`src/gtc_pkg.sv`:
```
// Shared types and constants for the graph transitive closure block.
`default_nettype none
package gtc_pkg;

   localparam int ROW_W = 64;
   localparam int COL_W = 6;
   localparam int CNT_W = 7;

   typedef enum logic [1:0] {
      ST_LOAD,
      ST_CLOSE,
      ST_EMIT
   } state_type;

   typedef struct packed {
      logic             load;
      logic             step;
      logic             rotate;
      logic [COL_W-1:0] pivot;
   } lane_ctl_type;

endpackage
`default_nettype wire

```
`src/gtc_lane.sv`:
```
// One row lane: holds a matrix row, applies the Warshall update and rotates rows.
`default_nettype none
module gtc_lane (
   input  wire logic                       clock,
   input  wire gtc_pkg::lane_ctl_type      lane_ctl,
   input  wire logic                       load_sel,
   input  wire logic                       is_tail,
   input  wire logic [gtc_pkg::ROW_W-1:0]  load_row,
   input  wire logic [gtc_pkg::ROW_W-1:0]  col_mask,
   input  wire logic [gtc_pkg::ROW_W-1:0]  next_row,
   input  wire logic [gtc_pkg::ROW_W-1:0]  head_row,
   output logic      [gtc_pkg::ROW_W-1:0]  row_out
);

   logic [gtc_pkg::ROW_W-1:0] row_ff;
   logic [gtc_pkg::ROW_W-1:0] row_in;
   logic [gtc_pkg::ROW_W-1:0] src_row;
   logic [gtc_pkg::ROW_W-1:0] src_masked;
   logic [gtc_pkg::ROW_W-1:0] head_masked;

   assign src_row     = is_tail ? head_row : next_row;
   assign src_masked  = src_row & col_mask;
   assign head_masked = head_row & col_mask;

   always_comb begin
      row_in = row_ff;
      if (lane_ctl.load && load_sel) begin
         row_in = load_row & col_mask;
      end else if (lane_ctl.step) begin
         row_in = src_masked
                | (src_masked[lane_ctl.pivot] ? head_masked : '0);
      end else if (lane_ctl.rotate) begin
         row_in = src_row;
      end
   end

   always_ff @(posedge clock) begin
      row_ff <= row_in;
   end

   assign row_out = row_ff;

endmodule
`default_nettype wire

```
`config.mk`:
```
export PLATFORM = sky130hd
export DESIGN_NAME = gtc_lane
export DESIGN_NICKNAME = d
export VERILOG_FILES = /design/src/gtc_pkg.sv /design/src/gtc_lane.sv
export SDC_FILE = /design/constraint.sdc
export NUM_CORES = 1
export LEC_CHECK = 0
export BUFFER_PORTS_ARGS = -buffer_cell sky130_fd_sc_hd__buf_4
export CAP_MARGIN = 20
export CORE_AREA = 2 2 130 132
export CTS_CLUSTER_DIAMETER = 120
export CTS_CLUSTER_SIZE = 12
export DETAILED_ROUTE_END_ITERATION = 8
export DIE_AREA = 0 0 132 134
export PLACE_DENSITY = 0.75
export SLEW_MARGIN = 20
export SYNTH_ARGS = -nofsm -noshare
export SYNTH_HDL_FRONTEND = slang
export SYNTH_SLANG_ARGS = --single-unit
```
`constraint.sdc`:
```
create_clock -name clock -period 4.5 [get_ports clock]
set_clock_uncertainty 0.05 [all_clocks]
set_input_delay 0.675 -clock clock [delete_from_list [all_inputs] [get_ports clock]]
set_output_delay 0.675 -clock clock [all_outputs]
set_load 0.02 [all_outputs]
```
==> summary.md <==
| Metric | Value |
|---|---|
| Vias in the first global route | `7792` |
| CTS Sinks | `64` |
| Worst-case clock buffer depth | `2` |
| First-pass GRT wire length | `42800 um` |
| Initial drt markers | `805` |
| Min Tclk post-route | `3.61 ns` |
| Pleak | `3.92 nW` |
| CP Class | `input port to register` |
| Drt pass-1 iters | `7` |
| Total gr overflow | `0` |
| I/O pins | `332` |
| FF+latch count, synth | `64` |
| Crit end category | `register` |
| Outcome | `complete, no violations` |
| Wire per inst | `21.8 um` |
| Ant diodes | `0` |
| Cell mode on critical path | `buf_4` |
| EDFF count, synth | `64` |
| Die W | `132 um` |
| YS warnings | `0` |
| Setup WS pre-CTS | `0.588 ns` |
| Starting Density | `0.390` |
| Family with the most delay on the worst path | `buffers and inverters` |
| Crit path depth | `9` |
| Largest register FFs | `64` |
| Final routed DRC violation total | `0` |
| Largest fanout on the critical path | `54` |
| Post-synthesis cell area | `6350 um2` |
| HP Class | `input port to register` |
| Post-Syn Instances | `783` |
| Vias | `7978` |
| Vias per inst | `6.15` |
| Setup TNS | `0 ns` |
| Share of cells above drive strength 1 | `0.361` |
| Tcrit/Tclk final | `0.803` |
| Largest net degree at the start of global routing | `101` |
| PortBufs | `331` |
| Post-Syn Area per Cell | `8.11 um2` |
| HPWL Detailed | `20300 um` |
| Clk pin slew, worst setup/hold paths | `0.06 ns` |
| CTS Hold Bufs | `0` |
| Full die area | `17700 um2` |
| Drt total wl | `28300 um` |
| Synth Flop Type | `edfxtp_1` |
| Crit path max-delay cell type | `o211ai_4` |
| Post-cts sizing count | `0` |
| Slew headroom | `0.230` |
| Top-area cell type share of the netlist area | `0.303` |
| Layout net count | `1341` |
| CP bufs+invs | `3` |
| Crit path from | `is_tail` |
| Setup Fix Bufs, Post-CTS | `0` |
| Register area | `1920 um2` |
| Top cells by area, synth | `edfxtp_1, nor2_1, nand4_1, o21ai_0, o21ai_1` |
| Worst vdd ir | `0.174 mV` |
| Initial antenna violation count | `0` |
| Largest area contributor in the netlist | `edfxtp_1` |
| Max-slew violations | `0` |
| Area of the multi-input gates | `3890 um2` |
| GR Util met1 | `0.372` |
| CTS Buf Count | `9` |
| Met2 Track Usage GR | `0.518` |
| Root Driver | `clkbuf_16` |
| Final worst slack | `0.886 ns` |
| Met3 usage | `0.0771` |
| Min-delay src | `next_row[60]` |
| Die Ht | `134 um` |
| Crit-path cells | `buf_4, buf_4, mux2i_1, o32ai_2, a221oi_2, o211ai_4, buf_4, nand4_1, o21ai_1` |
| Final setup fails | `0` |
| Syn nets | `1051` |
| FFs w/ async S/R, synth | `0` |
| Tot GR Track Use | `0.308` |
| Highest clock rate | `277 MHz` |
| Pwr/cell area | `274 nW/um2` |
| Dpl cell area | `8840 um2` |
| Post-synthesis sequential area ratio | `0.303` |
| Slew @ Worst Pin | `1.15 ns` |
| # rows | `47` |
| CTS tree | `built` |
| Max-Cap Viols | `0` |
| Gpl congestion | `0.888` |
| CP arrival | `3.74 ns` |
| Crit-path max cell delay | `0.65 ns` |
| Synth unique cells | `51` |
| Layout Utilization | `0.558` |
| Final Hold Violating Endpoints | `0` |
| RSZ-0062 raised after global routing | `false` |
| Final ANT Viol Nets | `0` |
| GRT Max-Usage Layer | `met2` |
| H-tree Lvls | `3` |
| Crit start category | `input port` |
| # fillers | `1524` |
| Core ar. | `16300 um2` |
| CP Capture Point | `row_out[47]` |
| Critical path required time | `4.63 ns` |
| Final instance area | `9090 um2` |
| Area growth syn-to-layout | `43.2%` |
-- placed cells by master, fill, tap and decap left out, drive strengths merged, types with 2 or more instances in the layout --
cell type	n
a211oi	36
a21o	5
a21oi	38
a221oi	2
a22oi	2
a31oi	7
a32o	6
and2	24
buf	353
clkbuf	11
clkinv	6
edfxtp	64
inv	12
mux2	8
mux2i	29
nand2	14
nand3	8
nand3b	3
nand4	65
nor2	130
nor2b	37
nor3b	3
nor4	2
o2111a	2
o2111ai	4
o211a	5
o211ai	12
o21ai	136
o221ai	2
o22ai	6
o32ai	36
or3b	3
-- where the power goes --
part | leakage (nW) | internal [mW] | switching, mW
combinational | 3.11 | 0.455 | 0.582
sequential | 0.671 | 0.780 | 0.0330
clock | 0.130 | 0.368 | 0.278
total | 3.92 | 1.60 | 0.893
-- Yosys cell counts (all sizes together), types with 3 or more instances --
cell type    n
o21ai      136
nor2       130
nand4       65
edfxtp      64
buf         44
a21oi       38
nor2b       37
a211oi      36
o32ai       36
clkbuf      29
mux2i       29
and2        24
nand2       14
inv         13
o211ai      12
mux2         8
nand3        8
a31oi        7
a32o         6
o22ai        6
a21o         5
o211a        5
o2111ai      4
nand3b       3
nor3b        3
or3b         3
-- kinds of logic (layout without fill, tap and decap cells) --
kind of cell,count (synthesis),count (layout),share of synthesized area
muxes,37,37,0.0599
DFF,64,64,0.303
buffers and inverters,87,382,0.0908
AOI/OAI and AO/OA,302,302,0.313
and+or+nand+nor,293,293,0.233
-- cell type report --
class	instances	area share
multi-input combinational	632	0.428
timing repair buffer	353	0.297
sequential	64	0.211
tap	220	0.0303
clock buffer	11	0.0256
inverter	13	0.00537
clock inverter	5	0.00261
-- per-stage QoR --
step	instances	hold slack (ns)	power (mW)
detailed placement	1282	0.956	1.85
global route	1298	0.620	2.59
CTS	1298	0.602	2.49
finish	1298	0.621	2.50
floorplan	783	0.849	1.37
global placement	1282	0.952	1.83
-- per-layer routing --
| metal | vias up | part of all wire | wire length, um |
|---|---|---|---|
| met5 | - | 0 | 0 |
| li1 | 3606 | - | - |
| met2 | 567 | 0.48 | 13600 |
| met4 | 0 | 0.040 | 1130 |
| met1 | 3709 | 0.38 | 10600 |
| met3 | 96 | 0.11 | 2980 |
-- how the worst min path moves through the flow --
| stage | endpoint | cells after the start | slack [ns] |
|---|---|---|---|
| 2_1_floorplan | row_out[0] | 2 | 0.85 |
| 3_3_place_gp | row_out[21] | 3 | 0.95 |
| 3_5_place_dp | row_out[1] | 3 | 0.96 |
| 4_1_cts | row_out[1] | 3 | 0.60 |
| 5_1_grt | row_out[63] | 3 | 0.62 |
| 6_report | row_out[60] | 3 | 0.62 |
No activity file was read; power rests on OpenSTA's default activity.
