### config.mk
export PLATFORM = sky130hd
export DESIGN_NAME = gtc_ctrl
export DESIGN_NICKNAME = d
export VERILOG_FILES = /design/src/gtc_pkg.sv /design/src/gtc_ctrl.sv
export SDC_FILE = /design/constraint.sdc
export NUM_CORES = 1
export LEC_CHECK = 0
export BUFFER_PORTS_ARGS = -buffer_cell sky130_fd_sc_hd__buf_2
export CORE_UTILIZATION = 44
export CTS_CLUSTER_DIAMETER = 200
export DETAILED_ROUTE_END_ITERATION = 10
export PLACE_DENSITY = 0.94
export SLEW_MARGIN = 15
export SYNTH_ARGS = -nofsm -noshare
export SYNTH_HDL_FRONTEND = slang
export SYNTH_SLANG_ARGS = --single-unit
### constraint.sdc
create_clock -name clock -period 6.94 [get_ports clock]
set_clock_uncertainty 0.1 [all_clocks]
set_input_delay 1.388 -clock clock [delete_from_list [all_inputs] [get_ports clock]]
set_output_delay 1.388 -clock clock [all_outputs]
set_load 0.005 [all_outputs]
### src/gtc_pkg.sv
// Shared types and constants for the graph transitive closure block.
`default_nettype none
package gtc_pkg;

   localparam int ROW_W = 64;
   localparam int COL_W = 6;
   localparam int CNT_W = 7;

   typedef enum logic [1:0] {
      ST_LOAD,
      ST_CLOSE,
      ST_EMIT
   } state_type;

   typedef struct packed {
      logic             load;
      logic             step;
      logic             rotate;
      logic [COL_W-1:0] pivot;
   } lane_ctl_type;

endpackage
`default_nettype wire

### src/gtc_ctrl.sv
// Sequencer for row loading, closure passes and result emission.
`default_nettype none
module gtc_ctrl (
   input  wire logic                       clock,
   input  wire logic                       reset,
   input  wire logic                       start,
   input  wire logic [gtc_pkg::CNT_W-1:0]  row_count,
   input  wire logic [gtc_pkg::ROW_W-1:0]  head_row,
   output logic                            busy,
   output gtc_pkg::lane_ctl_type           lane_ctl,
   output logic      [gtc_pkg::CNT_W-1:0]  rows_loaded,
   output logic                            rsp_valid,
   output logic      [gtc_pkg::ROW_W-1:0]  rsp_reach_row,
   output logic      [gtc_pkg::COL_W-1:0]  rsp_row_index,
   output logic                            rsp_last_row
);

   gtc_pkg::state_type            state_ff;
   gtc_pkg::state_type            state_in;
   logic [gtc_pkg::CNT_W-1:0]     rows_loaded_ff;
   logic [gtc_pkg::CNT_W-1:0]     rows_loaded_in;
   logic [gtc_pkg::COL_W-1:0]     step_ff;
   logic [gtc_pkg::COL_W-1:0]     step_in;
   logic                          rsp_valid_ff;
   logic [gtc_pkg::ROW_W-1:0]     rsp_row_ff;
   logic [gtc_pkg::COL_W-1:0]     rsp_index_ff;
   logic                          rsp_last_ff;
   logic                          accept;
   logic                          last_step;
   logic                          run_done;
   logic [gtc_pkg::CNT_W-1:0]     loaded_next;

   assign accept      = start && (state_ff == gtc_pkg::ST_LOAD);
   assign loaded_next = rows_loaded_ff + gtc_pkg::CNT_W'(1);
   assign run_done    = (loaded_next >= row_count);
   assign last_step   = ({1'b0, step_ff} == (row_count - gtc_pkg::CNT_W'(1)));

   always_comb begin
      state_in = state_ff;
      unique case (state_ff)
         gtc_pkg::ST_LOAD: begin
            if (accept && run_done) state_in = gtc_pkg::ST_CLOSE;
         end
         gtc_pkg::ST_CLOSE: begin
            if (last_step) state_in = gtc_pkg::ST_EMIT;
         end
         gtc_pkg::ST_EMIT: begin
            if (last_step) state_in = gtc_pkg::ST_LOAD;
         end
         default: state_in = gtc_pkg::ST_LOAD;
      endcase
   end

   always_comb begin
      busy            = (state_ff != gtc_pkg::ST_LOAD);
      lane_ctl.load   = accept;
      lane_ctl.step   = (state_ff == gtc_pkg::ST_CLOSE);
      lane_ctl.rotate = (state_ff == gtc_pkg::ST_EMIT);
      lane_ctl.pivot  = step_ff;
   end

   always_comb begin
      rows_loaded_in = rows_loaded_ff;
      if (accept) begin
         rows_loaded_in = run_done ? '0 : loaded_next;
      end
      step_in = '0;
      if (state_ff != gtc_pkg::ST_LOAD) begin
         step_in = last_step ? '0 : step_ff + gtc_pkg::COL_W'(1);
      end
   end

   always_ff @(posedge clock) begin
      if (reset) begin
         state_ff       <= gtc_pkg::ST_LOAD;
         rows_loaded_ff <= '0;
         step_ff        <= '0;
         rsp_valid_ff   <= 1'b0;
      end else begin
         state_ff       <= state_in;
         rows_loaded_ff <= rows_loaded_in;
         step_ff        <= step_in;
         rsp_valid_ff   <= (state_ff == gtc_pkg::ST_EMIT);
      end
   end

   always_ff @(posedge clock) begin
      rsp_row_ff   <= head_row;
      rsp_index_ff <= step_ff;
      rsp_last_ff  <= last_step;
   end

   assign rows_loaded   = rows_loaded_ff;
   assign rsp_valid     = rsp_valid_ff;
   assign rsp_reach_row = rsp_row_ff;
   assign rsp_row_index = rsp_index_ff;
   assign rsp_last_row  = rsp_last_ff;

endmodule
`default_nettype wire

==> results of run 1 <==
## per-stage QoR
stage	worst slack [ns]	util	hold slack, ns	instances	power (W)
final	3.468	0.6540	0.3295	449	0.0009544
after global routing	3.374	0.6540	0.3457	449	0.0009961
after CTS	3.469	0.6540	0.3316	449	0.0009662
after detailed placement	3.474	0.6170	0.3152	433	0.0006093
after global placement	3.472	0.6170	0.3157	433	0.0006046
after floorplan	3.667	-	0.3039	201	0.0005604
## kinds of logic (layout without fill, tap and decap cells)
logic type,count (synthesis),after routing
compound gates,16,16
xor+xnor,21,21
fa+ha+maj,10,10
buf+inv,13,189
flops,87,87
mux,2,2
simple gates,52,52
## where the power goes
part           leakage, nW   total, W  switching, W  internal [W]
Clock                0.101   0.000356      0.000184      0.000173
Sequential           0.726   0.000527    0.00000656      0.000520
Combinational         1.01  0.0000714     0.0000338     0.0000375
Total                 1.84   0.000954      0.000224      0.000730
## critical path, cell delays in order
cell and delay (ns):
sky130_fd_sc_hd__buf_2 0.10, sky130_fd_sc_hd__nand2_1 0.21, sky130_fd_sc_hd__inv_1 0.14, sky130_fd_sc_hd__buf_2 0.15
## cell type report
| cell class | count | area [um2] |
|---|---|---|
| Clock buffer | 10 | 127.6 |
| Inverter | 11 | 41.29 |
| Timing Repair Buffer | 162 | 810.8 |
| Sequential cell | 87 | 1742 |
| Clock inverter | 6 | 77.57 |
| Fill cell | 439 | 1917 |
| Multi-Input combinational cell | 101 | 734.5 |
| Tap cell | 72 | 90.09 |
## layout by cell type (no fill, tap or decap), types with 2 or more instances in the layout
master and count:
sky130_fd_sc_hd__nand2b_1 5, sky130_fd_sc_hd__inv_1 11, sky130_fd_sc_hd__xnor2_1 13, sky130_fd_sc_hd__nor3_1 2, sky130_fd_sc_hd__xor2_1 8, sky130_fd_sc_hd__buf_2 162, sky130_fd_sc_hd__nor2b_1 3, sky130_fd_sc_hd__o21bai_1 2
sky130_fd_sc_hd__dfxtp_1 87, sky130_fd_sc_hd__clkbuf_8 9, sky130_fd_sc_hd__clkinv_4 2, sky130_fd_sc_hd__ha_1 10, sky130_fd_sc_hd__mux2i_1 2, sky130_fd_sc_hd__nor2_1 20, sky130_fd_sc_hd__o21ai_0 2, sky130_fd_sc_hd__nand3_1 6
sky130_fd_sc_hd__or2_2 2, sky130_fd_sc_hd__a21oi_1 2, sky130_fd_sc_hd__nand2_1 8, sky130_fd_sc_hd__inv_8 2
## state kept, by name (all words and copies together), names as in the netlist
register,cells
rsp_row_index,6
state_ff,2
rsp_last_row,1
rsp_valid,1
rows_loaded,7
rsp_reach_row,64
step_ff,6
## routing by layer
layer	part of all wire	global-route usage
met5	0.0033	0
met4	0.033	0.1075
met3	0.089	0.1118
met2	0.50	0.4142
met1	0.37	0.2426
## worst paths after layout
kind | start | to | slack [ns] | cells after the start
worst max-delay path | start | lane_ctl[8] | 3.47 | 4
worst min-delay path | step_ff[1] | rsp_row_index[1] | 0.33 | 0
worst max register to register | rows_loaded[0] | rows_loaded[1] | 4.19 | 9
worst min register to register | step_ff[1] | rsp_row_index[1] | 0.33 | 0
==> implementation parameters, run 1 <==
Parameter                              Value

Run status
  Run status ... finished, final reports clean

Synth
  Flip-flop cell with the highest count after synthesis ... sky130_fd_sc_hd__dfxtp_1
  Synthesized netlist cell count ... 201
  Share of synthesized area spent on multiplexers ... 0.007905
  Post-Synth Adder-Cell Area ... 0.04941
  Synthesized netlist net count ... 285
  Post-synth ARST share ... 0
  Post-synthesis instance area ... 2532 um2
  Xor and xnor fraction of the mapped netlist area ... 0.07263
  Most used standard cell by instance count after synthesis ... sky130_fd_sc_hd__dfxtp_1
  Top cells by area, synth ... sky130_fd_sc_hd__dfxtp_1, sky130_fd_sc_hd__ha_1, sky130_fd_sc_hd__xnor2_1
  Main combinational cell family by area after synthesis ... simple AND/OR/NAND/NOR gates
  Count of synthesis-stage warnings from yosys ... 0
  Seq cells post-synth ... 87
  Synthesized-area fraction occupied by and/or/nand/nor cells ... 0.1067
  Synthesized-area fraction occupied by ao, oa, aoi and oai cells ... 0.05336
  Mean instance size in the synthesized netlist ... 12.60 um2
  Cell variety after synth ... 33
  Top cells by instance count after synthesis ... sky130_fd_sc_hd__dfxtp_1, sky130_fd_sc_hd__nor2_1, sky130_fd_sc_hd__xnor2_1
  Proportion of synthesized chip area in sequential cells ... 0.6877
  Post-synth EDFFs ... 0
  Share of the synthesized area in the top cell type ... 0.6877
  Top cell type by total area after synthesis ... sky130_fd_sc_hd__dfxtp_1

STA
  Count of endpoints failing hold in the final timing report ... 0
  Fmax achieved ... 0.2880 GHz
  Worst slew margin relative to its limit ... 0.6737
  Minimum clock period ... 3.472 ns
  Period utilization ... 0.5003
  Post-route setup TNS ... 0 ns
  Slew @ Worst Pin ... 0.4758 ns
  RSZ-0062 raised after global routing ... no
  Final setup violation count ... 0
  Final Slew Violations ... 0

Floorplan
  Initial core utilization ... 0.4571
  Area enclosed by the die boundary ... 6063 um2
  Top-level port count ... 163
  Floorplan row count ... 27
  DIE WIDTH ... 77.87 um
  Core region area ... 5540 um2
  Height of the die ... 77.87 um

Global route
  GRT Overall Usage ... 0.2387
  Number of global-route vias before repair ... 2,083
  Overall overflow remaining after global route ... 0
  Antenna violations before repair ... 2
  Global-route wire length before repair ... 10.54 mm
  Maximum number of pins on one net before global-route repair ... 17

Power and ir drop
  Power density over cell area ... 263.4 nW/um2
  Reported leakage power ... 1.837 nW
  Maximum resistive drop on vdd ... 0.1615 mV

Placement
  Routability congestion estimate from global placement ... 0.8920
  Number of buffers added on ports ... 162
  DPL Wire Length ... 5.431 mm
  Instance area at placement ... 3418 um2

Min path
  Worst min-delay path category ... register to register

CTS
  Number of gates resized after CTS ... 0
  Number of setup buffers added after CTS ... 0
  Largest buffer count on any clock path ... 2
  CTS hold repair buffers ... 0
  H-tree lvl count ... 3
  CTS tree ... built
  Later-pin clock latency in the skew report ... 0.35 ns
  Clock-pin slew reported for the worst setup and hold paths after clock tree synthesis ... 0.09 ns
  Number of buffers added by the clock tree synthesis step ... 9
  Clock tree sinks ... 87
  CTS root buffer ... sky130_fd_sc_hd__clkbuf_8

Finish
  Final standard cell area without fillers ... 3623 um2
  Fraction of final layout cells with drive strength greater than 1 ... 0.4907
  ANT cells ... 0
  Total number of nets in the final design ... 456
  Layout overhead on the synthesized area ... 43.08%

Route
  Detail-routed net length per standard cell ... 15.38 um
  Via count of the routed design ... 2,066
  First-pass detailed-route iteration total ... 4
  Violation count after the first detailed-routing iteration ... 45
  Count of antenna-violating nets left after detailed routing ... 0
  Final wirelength ... 6.906 mm
  Remaining routing DRC violations ... 0
  Number of vias per cell after detailed routing ... 4.601

Worst setup path
  Crit. End Element ... output pin
  Maximum fanout along the worst path ... 8
  Worst Path Class, Setup ... input port to output pin
  Arrival @ worst endpoint ... 1.98 ns
  Worst EP required ... 5.45 ns
  Element type at the critical path start ... input port

Flow run
  Max-cap check violation count ... 0
No activity file was read; power rests on OpenSTA's default activity.
==> run 2, diff against run 1 <==
--- a/config.mk
+++ b/config.mk
@@ -6,10 +6,10 @@
 export NUM_CORES = 1
 export LEC_CHECK = 0
 export BUFFER_PORTS_ARGS = -buffer_cell sky130_fd_sc_hd__buf_2
-export CORE_UTILIZATION = 44
+export CORE_UTILIZATION = 41
 export CTS_CLUSTER_DIAMETER = 200
 export DETAILED_ROUTE_END_ITERATION = 10
-export PLACE_DENSITY = 0.94
+export PLACE_DENSITY = 0.89
 export SLEW_MARGIN = 15
 export SYNTH_ARGS = -nofsm -noshare
 export SYNTH_HDL_FRONTEND = slang
==> constraint.sdc (replaced) <==
create_clock -name clock -period 3.3 [get_ports clock]
set_clock_uncertainty 0.1 [all_clocks]
set_input_delay 0.66 -clock clock [delete_from_list [all_inputs] [get_ports clock]]
set_output_delay 0.66 -clock clock [all_outputs]
set_load 0.005 [all_outputs]
==> run 2 against run 1 <==
  * Flip-flop and latch count is the same
  * Sequential power increased by 110%
  * Clock-buffer cell count stayed put
  * Cell count up 0.67%
  * Clock power grew 140%
  * Largest cell class unchanged
==> implementation parameters, run 2 (synthesis gave the netlist of run 1 again) <==
Parameter                              Value

CTS
  CTS hold repair buffers ... 0 (unchanged)
  Number of buffers added by the clock tree synthesis step ... 9 (unchanged)
  CTS tree ... built (unchanged)
  H-tree lvl count ... 3 (unchanged)
  Largest buffer count on any clock path ... 2 (unchanged)
  Number of setup buffers added after CTS ... 0 (unchanged)
  Clock-pin slew reported for the worst setup and hold paths after clock tree synthesis ... 0.09 ns (about the same)
  Number of gates resized after CTS ... 0 (unchanged)
  Clock tree sinks ... 87 (unchanged)
  CTS root buffer ... sky130_fd_sc_hd__clkbuf_8 (unchanged)
  Later-pin clock latency in the skew report ... 0.34 ns (was 0.35 ns)

Worst setup path
  Element type at the critical path start ... register (was input port)
  Slowest cell on the critical path ... sky130_fd_sc_hd__dfxtp_1 (was sky130_fd_sc_hd__nand2_1)
  Critical path's most frequent cell ... sky130_fd_sc_hd__ha_1 (was sky130_fd_sc_hd__buf_2)
  Series of cell instances along the critical path ... ha_1, nand3_1, or2_2, xnor2_1, ha_1, and3_1, a221oi_1, o21bai_1, a21oi_1 (was buf_2, nand2_1, inv_1, buf_2)
  Worst EP required ... 3.47 ns (was 5.45 ns)
  Maximum fanout along the worst path ... 7 (was 8)
  Crit. End Element ... register (was output pin)
  Worst Path Class, Setup ... register to register (was input port to output pin)
  Cell depth of the worst flop-to-flop path ... 9 (unchanged)
  Largest stage delay on the critical path ... 0.42 ns (was 0.21 ns)
  Arrival @ worst endpoint ... 2.93 ns (was 1.98 ns)

Finish
  Fraction of final layout cells with drive strength greater than 1 ... 0.4934 (was 0.4907)
  ANT cells ... 0 (unchanged)
  Layout overhead on the synthesized area ... 44.61% (was 43.08%)
  Combined flip-flop and latch cell area ... 1742 um2 (unchanged)
  Fill cells ... 513 (was 439)
  Most common cell after layout, fill and taps aside ... sky130_fd_sc_hd__buf_2 (unchanged)
  Flip-flop count of the largest register, all copies and words added ... 64 (unchanged)
  Commonest cells after routing, fill and taps aside ... sky130_fd_sc_hd__buf_2, sky130_fd_sc_hd__dfxtp_1, sky130_fd_sc_hd__nor2_1, sky130_fd_sc_hd__xnor2_1, sky130_fd_sc_hd__inv_1 (unchanged)
  Multi-input logic area ... 734.5 um2 (unchanged)
  Total number of nets in the final design ... 456 (unchanged)

STA
  Worst slew margin relative to its limit ... 0.6347 (was 0.6737)
  Post-Route Hold Slack ... 0.3059 ns (was 0.3295 ns)
  RSZ-0062 raised after global routing ... no (unchanged)
  Final setup violation count ... 0 (unchanged)
  Slew @ Worst Pin ... 0.5468 ns (was 0.4758 ns)
  Count of endpoints failing hold in the final timing report ... 0 (unchanged)
  Final Slew Violations ... 0 (unchanged)
  Period utilization ... 0.8346
  Post-route setup TNS ... 0 ns (unchanged)
  Minimum clock period ... 2.754 ns
  Fmax achieved ... 0.3631 GHz

Power and ir drop
  Maximum resistive drop on vdd ... 0.4140 mV (was 0.1615 mV)
  Reported leakage power ... 1.857 nW (was 1.837 nW)
  Power density over cell area ... 573.0 nW/um2 (was 263.4 nW/um2)

Placement
  Routability congestion estimate from global placement ... 0.8074 (was 0.8920)
  DPL Wire Length ... 5.432 mm (was 5.431 mm)
  Number of buffers added on ports ... 162 (unchanged)

Route
  Detail-routed net length per standard cell ... 15.35 um (was 15.38 um)
  Remaining routing DRC violations ... 0 (unchanged)
  First-pass detailed-route iteration total ... 4 (unchanged)
  Final wirelength ... 6.939 mm (was 6.906 mm)
  Number of vias per cell after detailed routing ... 4.546 (was 4.601)
  Via count of the routed design ... 2,055 (was 2,066)
  Count of antenna-violating nets left after detailed routing ... 0 (unchanged)
  Violation count after the first detailed-routing iteration ... 55 (was 45)

Global route
  Overall overflow remaining after global route ... 0 (unchanged)
  GRT Overall Usage ... 0.2145 (was 0.2387)
  Antenna violations before repair ... 0 (was 2)
  Global-route wire length before repair ... 10.13 mm (was 10.54 mm)
  Number of global-route vias before repair ... 2,042 (was 2,083)
  Maximum number of pins on one net before global-route repair ... 17 (unchanged)

Floorplan
  Area enclosed by the die boundary ... 6495 um2 (was 6063 um2)
  Top-level port count ... 163 (unchanged)
  Core region area ... 5956 um2 (was 5540 um2)
  Initial core utilization ... 0.4252 (was 0.4571)
  Floorplan row count ... 28 (was 27)
  Height of the die ... 80.59 um (was 77.87 um)
  DIE WIDTH ... 80.59 um (was 77.87 um)

Run status
  Run status ... finished, final reports clean (unchanged)

Min path
  Hold Path Stages ... 1 (was 0)
  Worst min-delay path category ... input port to register (was register to register)

Flow run
  Max-cap check violation count ... 0 (unchanged)
-- run 2: cell count changes in the layout (fill, tap and decap cells not counted), sizes merged --
| cell | before | now |
|---|---|---|
| bufinv | 1 | 2 |
| clkinv | 2 | 3 |
| clkinvlp | 1 | 0 |
| inv | 13 | 12 |
-- run 2: stage by stage --
| step | setup WS (ns) | cell area (um2) | utilization | instances | total power (W) |
|---|---|---|---|---|---|
| after floorplan | 0.8741 | 2532 | - | 201 | 0.001179 |
| after global placement | 0.7419 | 3422 | 0.5746 | 436 | 0.001273 |
| after detailed placement | 0.6482 | 3422 | 0.5746 | 436 | 0.001280 |
| after CTS | 0.5740 | 3662 | 0.6149 | 452 | 0.002119 |
| after global routing | 0.2851 | 3662 | 0.6149 | 452 | 0.002185 |
| final | 0.5458 | 3662 | 0.6149 | 452 | 0.002099 |
-- run 2: final timing paths --
path                                          end  slack (ns)           start
worst max-delay path               rows_loaded[1]        0.55  rows_loaded[0]
worst min-delay path            rsp_reach_row[27]        0.31    head_row[27]
worst max register to register     rows_loaded[1]        0.55  rows_loaded[0]
worst min register to register   rsp_row_index[4]        0.35      step_ff[4]
-- run 2: layer usage --
metal / part of all wire / vias to the layer above / track usage
li1: - / 992 / -
met1: 0.38 / 964 / 0.2235
met2: 0.51 / 87 / 0.3873
met3: 0.091 / 12 / 0.08750
met4: 0.017 / 0 / 0.06964
met5: 0 / - / 0
-- run 2: critical path: cells and delay by family (launching register included) --
kind	cells	cell delay, ns
DFF	1	0.42
adders and majority gates	2	0.52
and+or+nand+nor	3	0.67
AOI/OAI and AO/OA	3	0.79
xor gates and xnor gates	1	0.19
-- run 2: area by class of cell --
type	count	share of cell area
flip-flops and latches	87	0.4756
inverters	11	0.01127
repair buffers	162	0.2214
clock buffers	10	0.03758
clock inverters	6	0.02801
well taps	75	0.02562
multi-input cells	101	0.2005
-- run 2: report_power, final --
part           switching (W)  internal, W
registers          0.0000137      0.00109
clock network       0.000384     0.000459
logic              0.0000705    0.0000787
total               0.000468      0.00163
